===== src/design/lmfs_pkg.sv =====
// Shared types, constants and helpers for the LED matrix frame store serializer.
// No dependencies; used by lmfs_store and the top level.
package lmfs_pkg;

    localparam int DEVICES  = 4;                 // drivers in the chain, 1..8
    localparam int ROWS     = 8;
    localparam int ROW_W    = 3;
    localparam int DEV_W    = (DEVICES > 1) ? $clog2(DEVICES) : 1;
    localparam int DEPTH    = ROWS * DEVICES;
    localparam int ADDR_W   = $clog2(DEPTH);
    localparam int PAT_W    = 32;
    localparam int BYTE_W   = 8;
    localparam int DIGIT_W  = 4;

    localparam logic [DEV_W-1:0] DEV_LAST = DEV_W'(DEVICES - 1);
    localparam logic [ROW_W-1:0] ROW_LAST = ROW_W'(ROWS - 1);
    localparam logic [BYTE_W-1:0] BYTE_MASK = 8'hff;

    typedef enum logic [1:0] {
        KIND_CLEAR   = 2'd0,
        KIND_SET_ROW = 2'd1,
        KIND_SET_COL = 2'd2
    } t_kind;

    typedef enum logic {
        ST_IDLE,
        ST_EMIT
    } t_state;

    typedef struct packed {
        logic              clear;
        logic              rd_en;
        logic [ADDR_W-1:0] rd_addr;
        logic              wr_en;
        logic [ADDR_W-1:0] wr_addr;
        logic [BYTE_W-1:0] wr_data;
    } t_store_req;

    // row-major entry address: row * DEVICES + device
    function automatic logic [ADDR_W-1:0] addr_of(input logic [ROW_W-1:0] row,
                                                   input logic [DEV_W-1:0] dev);
        return ADDR_W'(int'(row) * DEVICES + int'(dev));
    endfunction

    // byte d of the pattern; devices past the fourth get zero
    function automatic logic [BYTE_W-1:0] pattern_byte(input logic [PAT_W-1:0] pat,
                                                        input logic [DEV_W-1:0] dev);
        logic [BYTE_W-1:0] b;
        case (int'(dev))
            0:       b = pat[7:0];
            1:       b = pat[15:8];
            2:       b = pat[23:16];
            3:       b = pat[31:24];
            default: b = '0;
        endcase
        return b & BYTE_MASK;
    endfunction

endpackage


===== src/design/lmfs_store.sv =====
// Frame store memory: one write port, one registered read port, per-entry valid bits.
// Depends on lmfs_pkg.
module lmfs_store (
    input  logic                        i_clk,
    input  logic                        i_rst_n,
    input  lmfs_pkg::t_store_req        i_req,
    output logic [lmfs_pkg::BYTE_W-1:0] o_rd_data
);

    logic [lmfs_pkg::BYTE_W-1:0] r_mem [lmfs_pkg::DEPTH];
    logic [lmfs_pkg::DEPTH-1:0]  r_valid;
    logic [lmfs_pkg::BYTE_W-1:0] r_rd_data;

    // entries never written since reset or clear read as zero
    always_ff @(posedge i_clk) begin
        if (!i_rst_n) begin
            r_valid <= '0;
        end else if (i_req.clear) begin
            r_valid <= '0;
        end else if (i_req.wr_en) begin
            r_valid[i_req.wr_addr] <= 1'b1;
        end
    end

    always_ff @(posedge i_clk) begin
        if (i_req.wr_en) begin
            r_mem[i_req.wr_addr] <= i_req.wr_data;
        end
        if (i_req.rd_en) begin
            r_rd_data <= r_valid[i_req.rd_addr] ? r_mem[i_req.rd_addr] : '0;
        end
    end

    assign o_rd_data = r_rd_data;

endmodule


===== src/design/led_matrix_frame_store_serializer.sv =====
// Top level: command decode, row/device sequencer, byte merge unit, output register.
// Depends on lmfs_pkg and lmfs_store.
//
// Frame store and serializer for a chain of lmfs_pkg::DEVICES cascaded 8x8 LED
// matrix drivers. The store keeps 8 rows by DEVICES bytes and resets to zero.
// A command word carries kind in tuser: clear (0) zeroes the store and sends
// rows 0..7; set row (1) writes pattern byte i to device i of row_index and
// sends that row; set column (2) sets or clears bit column_index%8 of device
// column_index/8 in every row from pattern bit r, sending each row after its
// update. Kind 3, and a set column aimed past the chain, are dropped with no
// output. Each output word is one (digit register = row+1, segment byte)
// pair, devices in order from 0 up; tuser flags the last pair of a row (end
// of a chip-select frame) and tlast the last word of the command.
// Timing: the sequencer walks the store one entry per cycle through the
// store's single read port while the output is not stalled; after the accept
// a command gives one output word per entry walked, 8*DEVICES for clear and
// set column and DEVICES for set row, and a dropped command is only accepted.
// Output backpressure stalls the walk. The input is ready again once the last
// word is in the output register, even if it has not been taken yet.
module led_matrix_frame_store_serializer (
    input  logic        i_clk,
    input  logic        i_rst_n,
    // command stream
    input  logic        i_s_axis_tvalid,
    output logic        o_s_axis_tready,
    input  logic [39:0] i_s_axis_tdata,  // [2:0] row_index, [7:3] column_index,
                                         // [39:8] pattern
    input  logic [1:0]  i_s_axis_tuser,  // [1:0] kind
    // driver word stream
    output logic        o_m_axis_tvalid,
    input  logic        i_m_axis_tready,
    output logic [15:0] o_m_axis_tdata,  // [3:0] digit_register, [11:4] segment_byte,
                                         // [15:12] zero
    output logic [0:0]  o_m_axis_tuser,  // [0] frame_end
    output logic        o_m_axis_tlast
);

    // input fields
    logic [lmfs_pkg::ROW_W-1:0] in_row;
    logic [4:0]                 in_col;
    logic [lmfs_pkg::PAT_W-1:0] in_pattern;
    lmfs_pkg::t_kind            in_kind;
    logic                       in_accept;
    logic                       in_cmd_ok;

    assign in_row     = i_s_axis_tdata[2:0];
    assign in_col     = i_s_axis_tdata[7:3];
    assign in_pattern = i_s_axis_tdata[39:8];
    assign in_kind    = lmfs_pkg::t_kind'(i_s_axis_tuser);

    // sequencer state
    lmfs_pkg::t_state            r_state, n_state;
    lmfs_pkg::t_kind             r_kind;
    logic [lmfs_pkg::ROW_W-1:0]  r_row, n_row;
    logic [lmfs_pkg::DEV_W-1:0]  r_dev, n_dev;
    logic [lmfs_pkg::DEV_W-1:0]  r_col_dev;
    logic [2:0]                  r_col_bit;
    logic [lmfs_pkg::PAT_W-1:0]  r_pattern;

    // output register
    logic                        r_out_valid;
    logic [lmfs_pkg::DIGIT_W-1:0] r_out_digit;
    logic [lmfs_pkg::BYTE_W-1:0] r_out_byte;
    logic                        r_out_frame_end;
    logic                        r_out_last;

    lmfs_pkg::t_store_req        store_req;
    logic [lmfs_pkg::BYTE_W-1:0] rd_data;
    logic [lmfs_pkg::BYTE_W-1:0] merged;
    logic [lmfs_pkg::BYTE_W-1:0] col_mask;
    logic [7:0]                  col_pattern;
    logic                        step;
    logic                        final_step;
    logic                        on_col_dev;

    assign in_accept = i_s_axis_tvalid && o_s_axis_tready;

    // drop unused kinds and columns beyond the chain
    always_comb begin
        unique case (in_kind)
            lmfs_pkg::KIND_CLEAR,
            lmfs_pkg::KIND_SET_ROW: in_cmd_ok = 1'b1;
            lmfs_pkg::KIND_SET_COL: in_cmd_ok = (int'(in_col[4:3]) < lmfs_pkg::DEVICES);
            default:                in_cmd_ok = 1'b0;
        endcase
    end

    // one word per cycle unless the output register is still full
    assign step       = (r_state == lmfs_pkg::ST_EMIT) && (!r_out_valid || i_m_axis_tready);
    assign final_step = (r_dev == lmfs_pkg::DEV_LAST) &&
                        ((r_kind == lmfs_pkg::KIND_SET_ROW) || (r_row == lmfs_pkg::ROW_LAST));
    assign on_col_dev = (r_dev == r_col_dev);

    // next state
    always_comb begin
        n_state = r_state;
        unique case (r_state)
            lmfs_pkg::ST_IDLE: if (in_accept && in_cmd_ok) n_state = lmfs_pkg::ST_EMIT;
            lmfs_pkg::ST_EMIT: if (step && final_step) n_state = lmfs_pkg::ST_IDLE;
            default:           n_state = lmfs_pkg::ST_IDLE;
        endcase
    end

    // sequencer outputs: walk position and store requests
    always_comb begin
        n_row           = r_row;
        n_dev           = r_dev;
        store_req       = '0;
        o_s_axis_tready = 1'b0;
        unique case (r_state)
            lmfs_pkg::ST_IDLE: begin
                // always ready here, so tvalid alone marks an accepted word
                o_s_axis_tready = 1'b1;
                if (i_s_axis_tvalid && in_cmd_ok) begin
                    n_row = (in_kind == lmfs_pkg::KIND_SET_ROW) ? in_row : '0;
                    n_dev = '0;
                    store_req.clear = (in_kind == lmfs_pkg::KIND_CLEAR);
                    store_req.rd_en = 1'b1;
                end
            end
            lmfs_pkg::ST_EMIT: begin
                if (step) begin
                    store_req.wr_en = (r_kind == lmfs_pkg::KIND_SET_ROW) ||
                                      ((r_kind == lmfs_pkg::KIND_SET_COL) && on_col_dev);
                    if (!final_step) begin
                        // prefetch the next entry while this word goes out
                        if (r_dev == lmfs_pkg::DEV_LAST) begin
                            n_dev = '0;
                            n_row = r_row + 1'b1;
                        end else begin
                            n_dev = r_dev + 1'b1;
                        end
                        store_req.rd_en = 1'b1;
                    end
                end
            end
            default: begin
                o_s_axis_tready = 1'b0;
            end
        endcase
        store_req.rd_addr = lmfs_pkg::addr_of(n_row, n_dev);
        store_req.wr_addr = lmfs_pkg::addr_of(r_row, r_dev);
        store_req.wr_data = merged;
    end

    // byte merge unit, shared by every step
    assign col_pattern = r_pattern[7:0];
    assign col_mask    = lmfs_pkg::BYTE_W'(1) << r_col_bit;

    always_comb begin
        case (r_kind)
            lmfs_pkg::KIND_CLEAR:   merged = '0;
            lmfs_pkg::KIND_SET_ROW: merged = lmfs_pkg::pattern_byte(r_pattern, r_dev);
            lmfs_pkg::KIND_SET_COL: begin
                if (!on_col_dev) begin
                    merged = rd_data;
                end else if (col_pattern[r_row]) begin
                    merged = rd_data | col_mask;
                end else begin
                    merged = rd_data & ~col_mask;
                end
            end
            default:                merged = rd_data;
        endcase
    end

    lmfs_store u_store (
        .i_clk     (i_clk),
        .i_rst_n   (i_rst_n),
        .i_req     (store_req),
        .o_rd_data (rd_data)
    );

    // control registers
    always_ff @(posedge i_clk) begin
        if (!i_rst_n) begin
            r_state     <= lmfs_pkg::ST_IDLE;
            r_out_valid <= 1'b0;
        end else begin
            r_state <= n_state;
            if (step) begin
                r_out_valid <= 1'b1;
            end else if (i_m_axis_tready) begin
                r_out_valid <= 1'b0;
            end
        end
    end

    // command and walk registers
    always_ff @(posedge i_clk) begin
        r_row <= n_row;
        r_dev <= n_dev;
        if (in_accept) begin
            r_kind    <= in_kind;
            r_col_dev <= lmfs_pkg::DEV_W'(in_col[4:3]);
            r_col_bit <= in_col[2:0];
            r_pattern <= in_pattern;
        end
    end

    // output word payload
    always_ff @(posedge i_clk) begin
        if (step) begin
            r_out_digit     <= {1'b0, r_row} + 4'd1;
            r_out_byte      <= merged;
            r_out_frame_end <= (r_dev == lmfs_pkg::DEV_LAST);
            r_out_last      <= final_step;
        end
    end

    assign o_m_axis_tvalid   = r_out_valid;
    assign o_m_axis_tdata    = {4'b0000, r_out_byte, r_out_digit};
    assign o_m_axis_tuser[0] = r_out_frame_end;
    assign o_m_axis_tlast    = r_out_last;

endmodule

===== config.mk =====
export PLATFORM = sky130hd
export DESIGN_NAME = led_matrix_frame_store_serializer
export DESIGN_NICKNAME = d
export VERILOG_FILES = /design/src/design/lmfs_pkg.sv /design/src/design/lmfs_store.sv /design/src/design/led_matrix_frame_store_serializer.sv
export SDC_FILE = /design/constraint.sdc
export NUM_CORES = 1
export LEC_CHECK = 0
export ABC_AREA = 1
export BUFFER_PORTS_ARGS = -buffer_cell sky130_fd_sc_hd__clkbuf_2
export CORE_MARGIN = 10
export CORE_UTILIZATION = 55
export DETAILED_ROUTE_END_ITERATION = 12
export PLACE_DENSITY_LB_ADDON = 0.2
export SYNTH_ARGS = -nofsm -noshare
export SYNTH_HDL_FRONTEND = slang
export SYNTH_SLANG_ARGS = --single-unit
export TNS_END_PERCENT = 20

===== constraint.sdc =====
create_clock -name i_clk -period 5.2 [get_ports i_clk]
set_input_delay 0.26 -clock i_clk [delete_from_list [all_inputs] [get_ports i_clk]]
set_output_delay 0.26 -clock i_clk [all_outputs]
set_load 0.03 [all_outputs]

# --- After elaboration in Yosys (flattened, before gate mapping) ---
# Memories as Yosys holds them, arrays and structs flattened. A register that Yosys moved wholly into a read port is not among the register bits.
# Cells that the tools add are included.
word_totals:
  in_bits: 46
  mem_bits_rw: 256
  regBits: 92
  n_memories: 1
  output_inout_bits: 20
  wordCells: 95
mem_list:
  columns: ["memory", "depth", "word_bits", "read_ports", "rd_ports_with_merged_regs", "wr", "line_no", "text"]
  rows:
  - ["u_store.r_mem", 32, 8, 1, 1, 1, "lmfs_store.sv:10", "logic [lmfs_pkg::BYTE_W-1:0] r_mem [lmfs_pkg::DEPTH];"]
op_classes:
  order_cmp: 4
  shift: 1
  bitwise_logic: 6
  n_reduce_logical: 19
  mux: 37
  n_eq_ne: 9
  addsub: 5
ops:
  columns: ["operator", "count"]
  rows:
  - ["$or A32 B32 Y32", 1]
  - ["$pmux W8 S4", 1]
  - ["$pmux W8 S3", 1]
  - ["$mux W1", 16]
  - ["$mux W8", 2]
  - ["$mux W3", 5]
  - ["$lt A5 B6 Y1 const B", 2]
  - ["$add A5 B2 Y5", 2]
  - ["$mux W2", 5]
  - ["$and A8 B8 Y8", 1]
  - ["$eq A2 B2 Y1 const B", 4]
  - ["$logic_and A1 B1 Y1", 8]
  - ["$not A8 Y8", 1]
  - ["$or A8 B8 Y8", 1]
  - ["$shl A1 B3 Y8 const A", 1]
  - ["$eq A2 B1 Y1 const B", 3]
  - ["$logic_not A2 Y1", 3]
  - ["$pmux W3 S2", 1]
  - ["$bmux W1 S5", 1]
  - ["$demux W1 S5", 1]
  - ["$ge A5 B1 Y1 const B", 1]
  - ["$add A3 B1 Y4 const B", 1]
  - ["$lt A3 B4 Y1 const B", 1]
  - ["$pmux W1 S2", 2]
  - ["other kinds (12)", 16]

# --- Depth between registers and ports, before layout ---
# Gate-level depths: netlist (run 1).
logic_depth:
  ltp_word: 10
  depth_mapped: 19
  mapped_depth_nobuf: 18

# --- By module ---
# A second synthesis (run 1) with hierarchy kept.
hier_totals:
  cells_unflattened: 1494
  area_unflattened_um2: 15209.6
by_module_without_submodules:
  columns: ["module", "area_each_um2", "n_inst", "seq_area_each_um2", "cells_per_inst"]
  rows:
  - ["lmfs_store", 12388.1, 1, 8568.2, 1220]
  - ["led_matrix_frame_store_serializer", 2821.5, 1, 1731.7, 274]

# --- Worst setup path after synthesis (run 1) ---
# Ideal clock, no wire load.
synth_timing:
  path_kind: "register -> register"
  from: "reg r_dev[0] (netlist name)"
  to: "reg r_out_byte[0] (netlist name), data pin"
  synth_period_minus_slack_ns: 2.577
  arrival_time_ns: 2.182
  required_time_ns: 4.804
  path_stages_with_launch: 7
  path_buffers: 1
  setup_time_ns: 0.396
  setup_slack_ns: 2.623
  path_cell_list: "dfxtp_1 > inv_1 > ha_1 > inv_1 > clkbuf_1 > o21ai_0 > o221ai_1"
synth_between:
  elab_chain_cells: 3
  elab_cells_between_ends: 8
  cone_classes: "eq/ne (4); mux (3); reduce/logical (1)"
synth_lines:
  columns: ["element", "line_no", "text"]
  rows:
  - ["from (decl)", "led_matrix_frame_store_serializer.sv:55", "logic [lmfs_pkg::DEV_W-1:0] r_dev, n_dev;"]
  - ["from (signal assigned)", "led_matrix_frame_store_serializer.sv:192", "r_dev <= n_dev;"]
  - ["$eq A2 B2 Y1, or another cell as far along", "lmfs_pkg.sv:49", "case (int'(dev))"]
  - ["$pmux W8 S4 or $mux W8 (tied branches)", "lmfs_pkg.sv:49, led_matrix_frame_store_serializer.sv:155", null]
  - ["$pmux W8 S3 (*)", "led_matrix_frame_store_serializer.sv:151", "case (r_kind)"]
  - ["via merged (one bit)", "led_matrix_frame_store_serializer.sv:69", "logic [lmfs_pkg::BYTE_W-1:0] merged;"]
  - ["to (signal assigned)", "led_matrix_frame_store_serializer.sv:205", "r_out_byte <= merged;"]
  - ["to (decl)", "led_matrix_frame_store_serializer.sv:63", "logic [lmfs_pkg::BYTE_W-1:0] r_out_byte;"]
# The timed path passes the listed nets; every way through them passes the cells marked *.
# A chain may end at the register's enable or synchronous reset.

# --- Worst setup path in the final report (run 1) ---
layout_timing:
  from: "reg r_dev[0] (netlist name)"
  to: "reg u_store.r_rd_data, in the netlist u_store.o_rd_data[6], read port of u_store.r_mem, data pin"
layout_between:
  elab_chain_cells: 9
  elab_cells_between_ends: 19
  cone_classes: "add/sub (2); eq/ne (1); mux (14); reduce/logical (2)"
layout_lines:
  columns: ["element", "line_no", "text"]
  rows:
  - ["$add A2 B1 Y2 or $eq A2 B2 Y1 (tied branches)", "led_matrix_frame_store_serializer.sv:131, led_matrix_frame_store_serializer.sv:90, led_matrix_frame_store_serializer.sv:127", null]
  - ["$mux W2, or another cell as far along", "led_matrix_frame_store_serializer.sv:127", "if (r_dev == lmfs_pkg::DEV_LAST) begin"]
  - ["$mux W2 or $mux W3 (tied branches)", "led_matrix_frame_store_serializer.sv:125", "if (!final_step) begin"]
  - ["$mux W2 or $mux W3 (tied branches)", "led_matrix_frame_store_serializer.sv:122", "if (step) begin"]
  - ["$pmux W2 S2 or $pmux W3 S2 (tied branches)", "led_matrix_frame_store_serializer.sv:110", "unique case (r_state)"]
  - ["$add A5 B2 Y5", "lmfs_pkg.sv:42", "return ADDR_W'(int'(row) * DEVICES + int'(dev));"]
  - ["$bmux W1 S5", "lmfs_store.sv:30", "r_rd_data <= r_valid[i_req.rd_addr] ? r_mem[i_req.rd_addr] : '0;"]
  - ["$mux W1 (implied by the code)", "lmfs_store.sv:30", null]
  - ["$logic_not A1 Y1 (no line)", null, null]
  - ["to (decl)", "lmfs_store.sv:12", "logic [lmfs_pkg::BYTE_W-1:0] r_rd_data;"]
# Parallel ways exist; a longest one is shown, timed or not. The select of a mux whose other input is x is not followed.

==> flow_summary_export.csv, run 1 <==
group,metric,value,unit
worst_setup_path,cp-end-kind,"flip-flop",
floorplanning,die_area,0.0357,sq mm
cts,clk_latency,0.53,ns
global_routing,grt_overflow_total,0,
timing,fmax,261,MHz
timing,clock_skew,0.0182,ns
floorplanning,io_pins,66,
timing,setup_viol,0,
finish,final_cell_area,0.0180,sq mm
synthesis,synth_top_area_frac,0.605,
worst_setup_path,critical_path_class,"flip-flop to flip-flop",
worst_setup_path,crit_cells,12,
worst_setup_path,required,5.58,ns
floorplanning,num_rows,61,
pwr,peakVddDrop,0.284,mV
worst_setup_path,path_cells,"ha_1 > nand2_2 > nand3b_1 > nand3_2 > clkinv_2 > buf_4 > nand3_1 > nand3_1 > nand3_1 > nand3_1 > nand2_2 > nor2_1",
synthesis,yosys_register_bits,356,
floorplanning,die_h,189,um
place,port_buffers,61,
routing,routed_wl,40500,um
hold_path,min_path_cells,3,
global_routing,grt_max_degree,73,
status,status,"finished clean",
timing,drv_slew,0,
worst_setup_path,worstPathMaxFanout,72,
worst_setup_path,crit_top_cell,"nand3_1",
worst_setup_path,cp_slowest_stage_delay,0.68,ns
routing,ant_nets,0,
cts,cts_setup_buffers,0,
worst_setup_path,worst-path-buf-inv,2,
routing,drc_errors,0,
timing,worst_pin_slew,1.24,ns
routing,route.vias.total,11100,
finish,layout-drive-gt1-share,0.108,
place,place_area,0.0164,sq mm
worst_setup_path,reg2reg_setup_slack,1.37,ns
worst_setup_path,slowest_stage,"buf_4",
cts,path_clk_slew,0.06,ns
global_routing,grtUsageTotal,0.225,
place,dp_hpwl,23900,um
worst_setup_path,arrival,4.21,ns
cts,cts_tree,"done",
synthesis,ys_seq_area_frac,0.655,
global_routing,grt_pass1_wl,62500,um
finish,syn_to_final_growth,14.7,%
place,gp_routability_congestion,0.876,
pwr,p_leak,7.05,nW
synthesis,synth_area_per_cell,10.7,sq um
synthesis,ys_warn_count,0,
timing,timing.slew.headroom,0.167,
flow_run,drv_cap,0,
cts,htree_levels,2,
timing,rsz0062_at_grt,"false",
cts,cts_buffers,37,
global_routing,grt_pass1_vias,10900,
finish,final_cell_mix,"edfxtp_1 (317), nand3_1 (288), nand2_1 (231)",
routing,drt_iter0_drc,1279,
timing,fin_crit_sh,0.737,
synthesis,synth_area,0.0157,sq mm
global_routing,antenna_found_initial,1,
worst_setup_path,startpoint_type,"flip-flop",
worst_setup_path,cpLargestDelayFamily,"simple AND/OR/NAND/NOR gates",
cts,clock_path_buffers,3,
cts,cts.sinks,356,
floorplanning,core_area,0.0280,sq mm
timing,period_needed,3.83,ns
routing,drtPass1Iterations,6,
floorplanning,dieWidth,189,um
routing,vias_per_cell,5.65,
cts,ctsRootBufferMaster,"clkbuf_16",
synthesis,ys_types,36,
synthesis,yosysTopAreaCell,"edfxtp_1",
timing,fin_tns_setup,0,ns
worst_setup_path,rr_worst_depth,12,
finish,final_common_cell,"edfxtp_1",
pwr,powerDensity,427,mW/mm^2
hold_path,hold_path_class,"input pin to flip-flop",
finish,nNetsFinal,1610,
floorplanning,start_util,0.561,
synthesis,synth_cells,1473,
routing,avgRoutedWirePerCell,20.6,um
timing,finalHoldViolCount,0,
synthesis,synth_area_leaders,"edfxtp_1 (61%), nand3_1 (9.2%), nand2_1 (5.5%), nand3b_1 (5.3%), inv_1 (5.2%)",
[layout make-up]
| class | count | area, sq um |
|---|---|---|
| Sequential cell | 356 | 10300 |
| Fill cell | 2182 | 9970 |
| Multi-Input combinational cell | 812 | 4240 |
| Clock buffer | 60 | 1130 |
| Inverter | 230 | 870 |
| Timing Repair Buffer | 121 | 866 |
| Tap cell | 378 | 473 |
| Clock inverter | 8 | 146 |
| Antenna cell | 1 | 2.50 |
[worst paths after layout]
kind / end / startpoint
setup reg to reg: u_store.o_rd_data[6] / r_dev[0]
hold / removal: r_state / i_rst_n
hold reg to reg: u_store.r_valid[20] / u_store.r_valid[20]
setup / recovery: u_store.o_rd_data[6] / r_dev[0]
[tightest hold or removal path, stage by stage]
cell and delay [ns]:
clkbuf_2 0.11, inv_1 0.10, a21oi_1 0.05
[cell usage after synthesis]
library cell,count
o21ai_1,2
nor2_4,1
nor2_1,60
nand2_4,4
nand4_1,3
nand2_1,231
inv_4,1
dfxtp_1,39
a22oi_1,1
clkinv_2,3
nand3b_1,111
inv_1,218
clkbuf_1,23
a221oi_1,5
ha_1,6
edfxtp_1,317
buf_4,13
inv_2,8
xnor2_1,2
nand3_1,288
o211ai_1,3
o21ai_2,1
nand2_2,7
a21oi_2,1
o21ai_0,19
conb_1,1
o221ai_1,4
buf_1,3
buf_2,33
nor3b_1,1
a31oi_1,4
o41ai_1,1
nand3_2,1
nor3_1,11
buf_6,6
a21oi_1,41
[sequential cells by signal, summed over array words and instances, names as in the netlist]
register	flops
r_col_dev	2
o_m_axis_tvalid	1
r_col_bit	3
r_dev	2
r_row	3
o_m_axis_tuser	1
u_store.r_valid	32
u_store.r_mem	256
u_store.o_rd_data	8
o_m_axis_tlast	1
r_out_digit	4
r_out_byte	8
r_pattern	32
r_state	1
r_kind	2
[what timing repair did]
action	4_1_cts	5_1_grt
hold buffers	39	0
endpoints found under the hold margin	39	0
gates resized for setup	0	0
[logic make-up after synthesis]
logic type	count (synthesis)	share of synthesized area
and+or+nand+nor	718	0.226
DFF	356	0.655
buffers and inverters	308	0.0825
AOI/OAI and AO/OA	82	0.0299
adders and majority gates	6	0.00477
xor gates and xnor gates	2	0.00111
other	1	0.000239
[through the flow]
step                      power, mW  utilization  setup WS [ns]  hold WS, ns  cells
after CTS                      7.70        0.644           1.42       0.0153   1965
after detailed placement       4.94        0.584           1.45        0.439   1858
after floorplan                4.40            -           2.62        0.359   1476
after global routing           8.00        0.644           1.11       0.0343   1966
after global placement         4.93        0.584           1.53        0.436   1858
final                          7.70        0.644           1.37       0.0439   1966
[where the power goes]
part,switching [mW],internal (mW)
registers,0.0623,3.35
logic,1.14,0.394
clock network,1.07,1.69
total,2.26,5.44
[metal layers]
layer / global-route usage / routed length, um / vias to the layer above
met4: 0.0690 / 1020 / 0
met3: 0.0492 / 3840 / 78
met2: 0.361 / 19300 / 525
met1: 0.299 / 16400 / 5327
met5: 0 / 0 / -
li1: - / - / 5177
Note: power is estimated with default switching activity, not from simulation.
==> inputs of run 2 (changes only) <==
==> constraint.sdc (replaced) <==
create_clock -name i_clk -period 3.7 [get_ports i_clk]
set_input_delay 0.185 -clock i_clk [delete_from_list [all_inputs] [get_ports i_clk]]
set_output_delay 0.185 -clock i_clk [all_outputs]
set_load 0.03 [all_outputs]
==> flow_summary_export.csv, run 2 (synthesis results as in run 1) <==
group,metric,value,unit
status,status,"finished clean",
floorplanning,core_area,0.0280,sq mm
place,pre_cts_ws,0.607,ns
worst_setup_path,critical_path_class,"flip-flop to flip-flop",
routing,vias_per_cell,5.69,
cts,cts_buffers,37,
global_routing,grtUsageTotal,0.231,
timing,holdWs,0.0260,ns
finish,final_common_cell,"edfxtp_1",
finish,n_fill_cell,2164,
routing,drt_iter0_drc,1380,
hold_path,min_path_cells,4,
worst_setup_path,reg2reg_setup_slack,0.45,ns
timing,finalHoldViolCount,0,
timing,period_needed,3.25,ns
finish,syn_to_final_growth,14.6,%
floorplanning,num_rows,61,
global_routing,grt_overflow_total,0,
worst_setup_path,cpLargestDelayFamily,"simple AND/OR/NAND/NOR gates",
routing,drtPass1Iterations,5,
pwr,peakVddDrop,0.443,mV
worst_setup_path,crit_top_cell,"nand3_1",
place,gp_routability_congestion,0.949,
cts,path_clk_slew,0.06,ns
finish,final_cell_area,0.0180,sq mm
worst_setup_path,arrival,3.62,ns
global_routing,antenna_found_initial,0,
flow_run,drv_cap,0,
timing,worst_pin_slew,1.23,ns
timing,worst_slack,0.448,ns
worst_setup_path,startpoint_type,"flip-flop",
place,dp.cells,1866,
cts,cts_tree,"done",
routing,avgRoutedWirePerCell,21.3,um
pwr,powerDensity,588,mW/mm^2
pwr,p_leak,7.06,nW
worst_setup_path,required,4.07,ns
worst_setup_path,path_cells,"ha_1 > ha_1 > inv_1 > nand2_4 > nand2_2 > nand2_2 > nand2_1 > nand3_2 > buf_4 > nand3_1 > nand3_1 > nand3_1 > nand3_1 > nand2_2 > nor2_1",
routing,route.vias.total,11200,
floorplanning,start_util,0.561,
cts,ctsRootBufferMaster,"clkbuf_16",
global_routing,grt_pass1_wl,64100,um
worst_setup_path,cp_slowest_stage_delay,0.73,ns
floorplanning,die_area,0.0357,sq mm
finish,final_cell_mix,"edfxtp_1 (317), nand3_1 (288), nand2_1 (231)",
cts,clk_latency,0.53,ns
timing,fin_tns_setup,0,ns
worst_setup_path,rr_worst_depth,15,
routing,routed_wl,42000,um
floorplanning,die_h,189,um
worst_setup_path,r2r_end,"u_store.o_rd_data[7]",
cts,htree_levels,2,
timing,fmax,307,MHz
worst_setup_path,worst-path-buf-inv,2,
worst_setup_path,worstPathMaxFanout,72,
cts,clock_path_buffers,3,
hold_path,worstHoldStart,"i_m_axis_tready",
place,dp_hpwl,24900,um
timing,timing.slew.headroom,0.183,
global_routing,grt_pass1_vias,10800,
place,place_area,0.0164,sq mm
routing,drc_errors,0,
cts,cts.sinks,356,
place,port_buffers,61,
hold_path,hold_path_class,"input pin to flip-flop",
hold_path,worstHoldEndpoint,"o_m_axis_tvalid",
timing,setup_viol,0,
finish,regMostFlops,"u_store.r_mem",
worst_setup_path,cp-end-kind,"flip-flop",
finish,stdcell_count,1973,
floorplanning,io_pins,66,
worst_setup_path,slowest_stage,"buf_4",
timing,rsz0062_at_grt,"false",
worst_setup_path,worstReg2RegStart,"r_row[0]",
finish,layout-drive-gt1-share,0.111,
timing,drv_slew,0,
timing,fin_crit_sh,0.879,
finish,reg_top3,"u_store.r_mem x256, r_pattern x32, u_store.r_valid x32",
timing,clock_skew,0.0181,ns
floorplanning,dieWidth,189,um
routing,ant_nets,0,
finish,nNetsFinal,1620,
finish,largest_reg_flops,256,
global_routing,grt_max_degree,128,
## run 2: changes by cell type in the layout (fill, tap and decap cells not counted), sizes merged
cell,before,now
inv,228,227
clkinv,5,16
dlygate4sd3,39,40
clkbuf,121,111
buf,21,29
bufinv,4,2
## run 2: worst max-delay path by stage
stage / start / end / slack [ns] / depth (start not counted)
floorplan: r_dev[0] / r_out_byte[0] / 1.12 / 6
global placement: r_row[0] / u_store.o_rd_data[7] / 0.64 / 17
detailed placement: r_row[0] / u_store.o_rd_data[7] / 0.61 / 17
CTS: r_row[0] / u_store.o_rd_data[7] / 0.56 / 17
global route: r_row[0] / u_store.o_rd_data[7] / 0.30 / 15
finish: r_row[0] / u_store.o_rd_data[7] / 0.45 / 15
## run 2: metal layers
| layer | up-vias | track usage | part of all wire |
|---|---|---|---|
| met5 | - | 0 | 0 |
| met4 | 0 | 0.0812 | 0.031 |
| met3 | 86 | 0.0537 | 0.10 |
| met2 | 620 | 0.365 | 0.47 |
| met1 | 5308 | 0.308 | 0.39 |
| li1 | 5204 | - | - |
## run 2: worst register-to-register path, cell delays in order (launching register included)
cell     delay (ns)
dfxtp_1        0.52
ha_1           0.21
ha_1           0.13
inv_1          0.06
nand2_4        0.09
nand2_2        0.07
nand2_2        0.08
nand2_1        0.08
nand3_2        0.10
buf_4          0.73
nand3_1        0.31
nand3_1        0.16
nand3_1        0.11
nand3_1        0.14
nand2_2        0.14
nor2_1         0.15
## run 2: metrics by stage
stage	utilization	total power [mW]
global route	0.643	11.0
floorplan	-	6.19
global placement	0.587	6.99
finish	0.643	10.6
detailed placement	0.587	7.01
CTS	0.643	10.6
## run 2: power breakdown
part | total [mW] | internal [mW] | switching [mW]
clock network | 3.57 | 2.07 | 1.51
registers | 4.79 | 4.70 | 0.0929
logic | 2.22 | 0.584 | 1.64
## run 2: cell type report
cell class | count | area, sq um | share of cell area
sequential | 356 | 10300 | 0.572
clock buffer | 49 | 1010 | 0.0561
tap | 378 | 473 | 0.0263
clock inverter | 16 | 143 | 0.00792
multi-input combinational | 812 | 4230 | 0.235
antenna | 1 | 2.50 | 0.000139
timing repair buffer | 131 | 981 | 0.0545
inverter | 230 | 870 | 0.0483
## run 2: what timing repair did
| item | in CTS | in global routing |
|---|---|---|
| setup buffers | 0 | 0 |
| setup endpoints to repair | 0 | 0 |
| gates resized for setup | 0 | 0 |
| hold endpoints to repair | 41 | 0 |
| hold buffers | 40 | 0 |
==> inputs of run 3 (changes only) <==
--- a/config.mk
+++ b/config.mk
@@ -7,10 +7,12 @@
 export LEC_CHECK = 0
 export ABC_AREA = 1
 export BUFFER_PORTS_ARGS = -buffer_cell sky130_fd_sc_hd__clkbuf_2
+export CORE_ASPECT_RATIO = 0.9
 export CORE_MARGIN = 10
 export CORE_UTILIZATION = 55
 export DETAILED_ROUTE_END_ITERATION = 12
 export PLACE_DENSITY_LB_ADDON = 0.2
+export SETUP_SLACK_MARGIN = 0.05
 export SYNTH_ARGS = -nofsm -noshare
 export SYNTH_HDL_FRONTEND = slang
 export SYNTH_SLANG_ARGS = --single-unit
==> flow_summary_export.csv, run 3 (synthesis results as in run 1) <==
group,metric,value,unit
status,status,"finished clean",
floorplanning,die_area,0.0358,sq mm
finish,reg_top3,"u_store.r_mem x256, r_pattern x32, u_store.r_valid x32",
routing,drt_iter0_drc,1543,
cts,cts_tree,"done",
routing,drtPass1Iterations,5,
routing,wl_met1,17200,um
worst_setup_path,path_cells,"ha_1 > ha_1 > inv_1 > nand2_4 > nand2_2 > nand2_2 > nand2_1 > nand3_2 > clkinv_2 > buf_4 > nand3_1 > nand3_1 > nand3_1 > nand3_1 > nand2_1 > nor2_1",
hold_path,min_path_cells,4,
worst_setup_path,startpoint_type,"flip-flop",
worst_setup_path,cp_slowest_stage_delay,0.52,ns
cts,htree_levels,2,
global_routing,grt_overflow_total,0,
global_routing,antenna_found_initial,1,
routing,vias_per_cell,5.77,
cts,cts_setup_buffers,0,
global_routing,grt_pass1_wl,63900,um
timing,fin_crit_sh,0.886,
timing,drv_slew,0,
floorplanning,io_pins,66,
cts,cts-resized-gates,0,
timing,setup_viol,0,
routing,avgRoutedWirePerCell,21.4,um
timing,clock_skew,0.0135,ns
global_routing,grtUsageTotal,0.232,
routing,routed-wl-met2,19500,um
finish,final_common_cell,"edfxtp_1",
flow_run,drv_cap,0,
routing,ant_nets,0,
finish,layout-drive-gt1-share,0.109,
floorplanning,num_rows,58,
floorplanning,die_h,180,um
timing,finalHoldViolCount,0,
cts,cts.sinks,356,
finish,syn_to_final_growth,14.3,%
routing,dr_wl_met3,3970,um
worst_setup_path,reg2reg_setup_slack,0.42,ns
timing,worst_pin_slew,1.32,ns
worst_setup_path,cpLargestDelayFamily,"simple AND/OR/NAND/NOR gates",
finish,final_cell_mix,"edfxtp_1 (317), nand3_1 (288), nand2_1 (231)",
finish,largest_reg_flops,256,
worst_setup_path,worstPathMaxFanout,32,
routing,dr.max_layer_used,"met4",
cts,cts_buffers,37,
worst_setup_path,worst-path-buf-inv,3,
global_routing,grt_max_degree,128,
timing,timing.slew.headroom,0.121,
worst_setup_path,slowest_stage,"dfxtp_1",
timing,period_needed,3.28,ns
cts,path_clk_slew,0.06,ns
place,dp.cells,1852,
hold_path,worstHoldEndpoint,"o_m_axis_tvalid",
worst_setup_path,crit_top_cell,"nand3_1",
floorplanning,dieWidth,198,um
hold_path,hold_path_class,"input pin to flip-flop",
place,dp_hpwl,24900,um
place,gp_routability_congestion,0.904,
floorplanning,start_util,0.560,
pwr,powerDensity,585,mW/mm^2
place,port_buffers,61,
cts,clock_path_buffers,3,
global_routing,grt_pass1_vias,10800,
timing,fin_tns_setup,0,ns
worst_setup_path,cp-end-kind,"flip-flop",
cts,clk_latency,0.52,ns
floorplanning,core_area,0.0281,sq mm
routing,routed_wl,41900,um
timing,rsz0062_at_grt,"false",
worst_setup_path,rr_worst_depth,16,
routing,route.vias.total,11300,
worst_setup_path,r2r_end,"u_store.o_rd_data[5]",
worst_setup_path,arrival,3.55,ns
hold_path,worstHoldStart,"i_m_axis_tready",
finish,regMostFlops,"u_store.r_mem",
finish,stdcell_count,1961,
pwr,p_leak,7.06,nW
routing,drc_errors,0,
finish,nNetsFinal,1623,
pwr,peakVddDrop,0.500,mV
worst_setup_path,required,3.97,ns
worst_setup_path,critical_path_class,"flip-flop to flip-flop",
worst_setup_path,worstReg2RegStart,"r_row[0]",
cts,ctsRootBufferMaster,"clkbuf_16",
timing,fmax,305,MHz
==> run 3: how the worst max path moves through the flow <==
stage	startpoint	end	slack, ns	cells after the start
floorplan	r_dev[0]	r_out_byte[0]	1.12	6
global placement	r_row[0]	u_store.o_rd_data[5]	0.57	16
detailed placement	r_row[0]	u_store.o_rd_data[5]	0.52	16
CTS	r_row[0]	u_store.o_rd_data[5]	0.48	16
global route	r_row[0]	u_store.r_mem[8][6]	0.29	7
finish	r_row[0]	u_store.o_rd_data[5]	0.42	16
==> run 3: layout make-up <==
class,count,area [sq um]
Multi-Input combinational cell,812,4220
Inverter,230,870
Tap cell,360,450
Clock inverter,20,119
Clock buffer,48,1010
Antenna cell,1,2.50
Fill cell,2169,10100
Timing Repair Buffer,134,991
Sequential cell,356,10300
==> run 3: per-stage QoR <==
step | area, sq um | power [mW] | utilization | setup slack (ns) | hold WS [ns]
4_1_cts | 18000 | 10.5 | 0.640 | 0.484 | 0.00743
3_3_place_gp | 16400 | 6.97 | 0.585 | 0.569 | 0.362
3_5_place_dp | 16400 | 7.00 | 0.585 | 0.520 | 0.364
5_1_grt | 18000 | 10.9 | 0.640 | 0.291 | 0.0548
6_report | 18000 | 10.5 | 0.640 | 0.421 | 0.0181
2_1_floorplan | 15700 | 6.19 | - | 1.12 | 0.284
==> run 3: report_power, final <==
| group | leakage, nW | switching, mW | total (mW) | internal, mW |
|---|---|---|---|---|
| Sequential | 3.23 | 0.0894 | 4.79 | 4.70 |
| Clock | 0.555 | 1.51 | 3.51 | 2.00 |
| Combinational | 3.27 | 1.64 | 2.21 | 0.566 |
==> run 3: tightest hold or removal path, cell delays in order <==
cell	delay (ns)
clkbuf_2	0.07
inv_1	0.03
nand2_1	0.12
a21oi_1	0.08
==> run 3: metal layers <==
layer  GRT usage  up-vias
li1            -     5206
met1       0.319     5465
met2       0.357      564
met3      0.0499       76
met4      0.0750        0
met5           0        -
==> run 3: repair_timing <==
item | in CTS | in global routing
endpoints found under the setup margin | 0 | 0
hold buffers | 40 | 0
endpoints found under the hold margin | 41 | 0
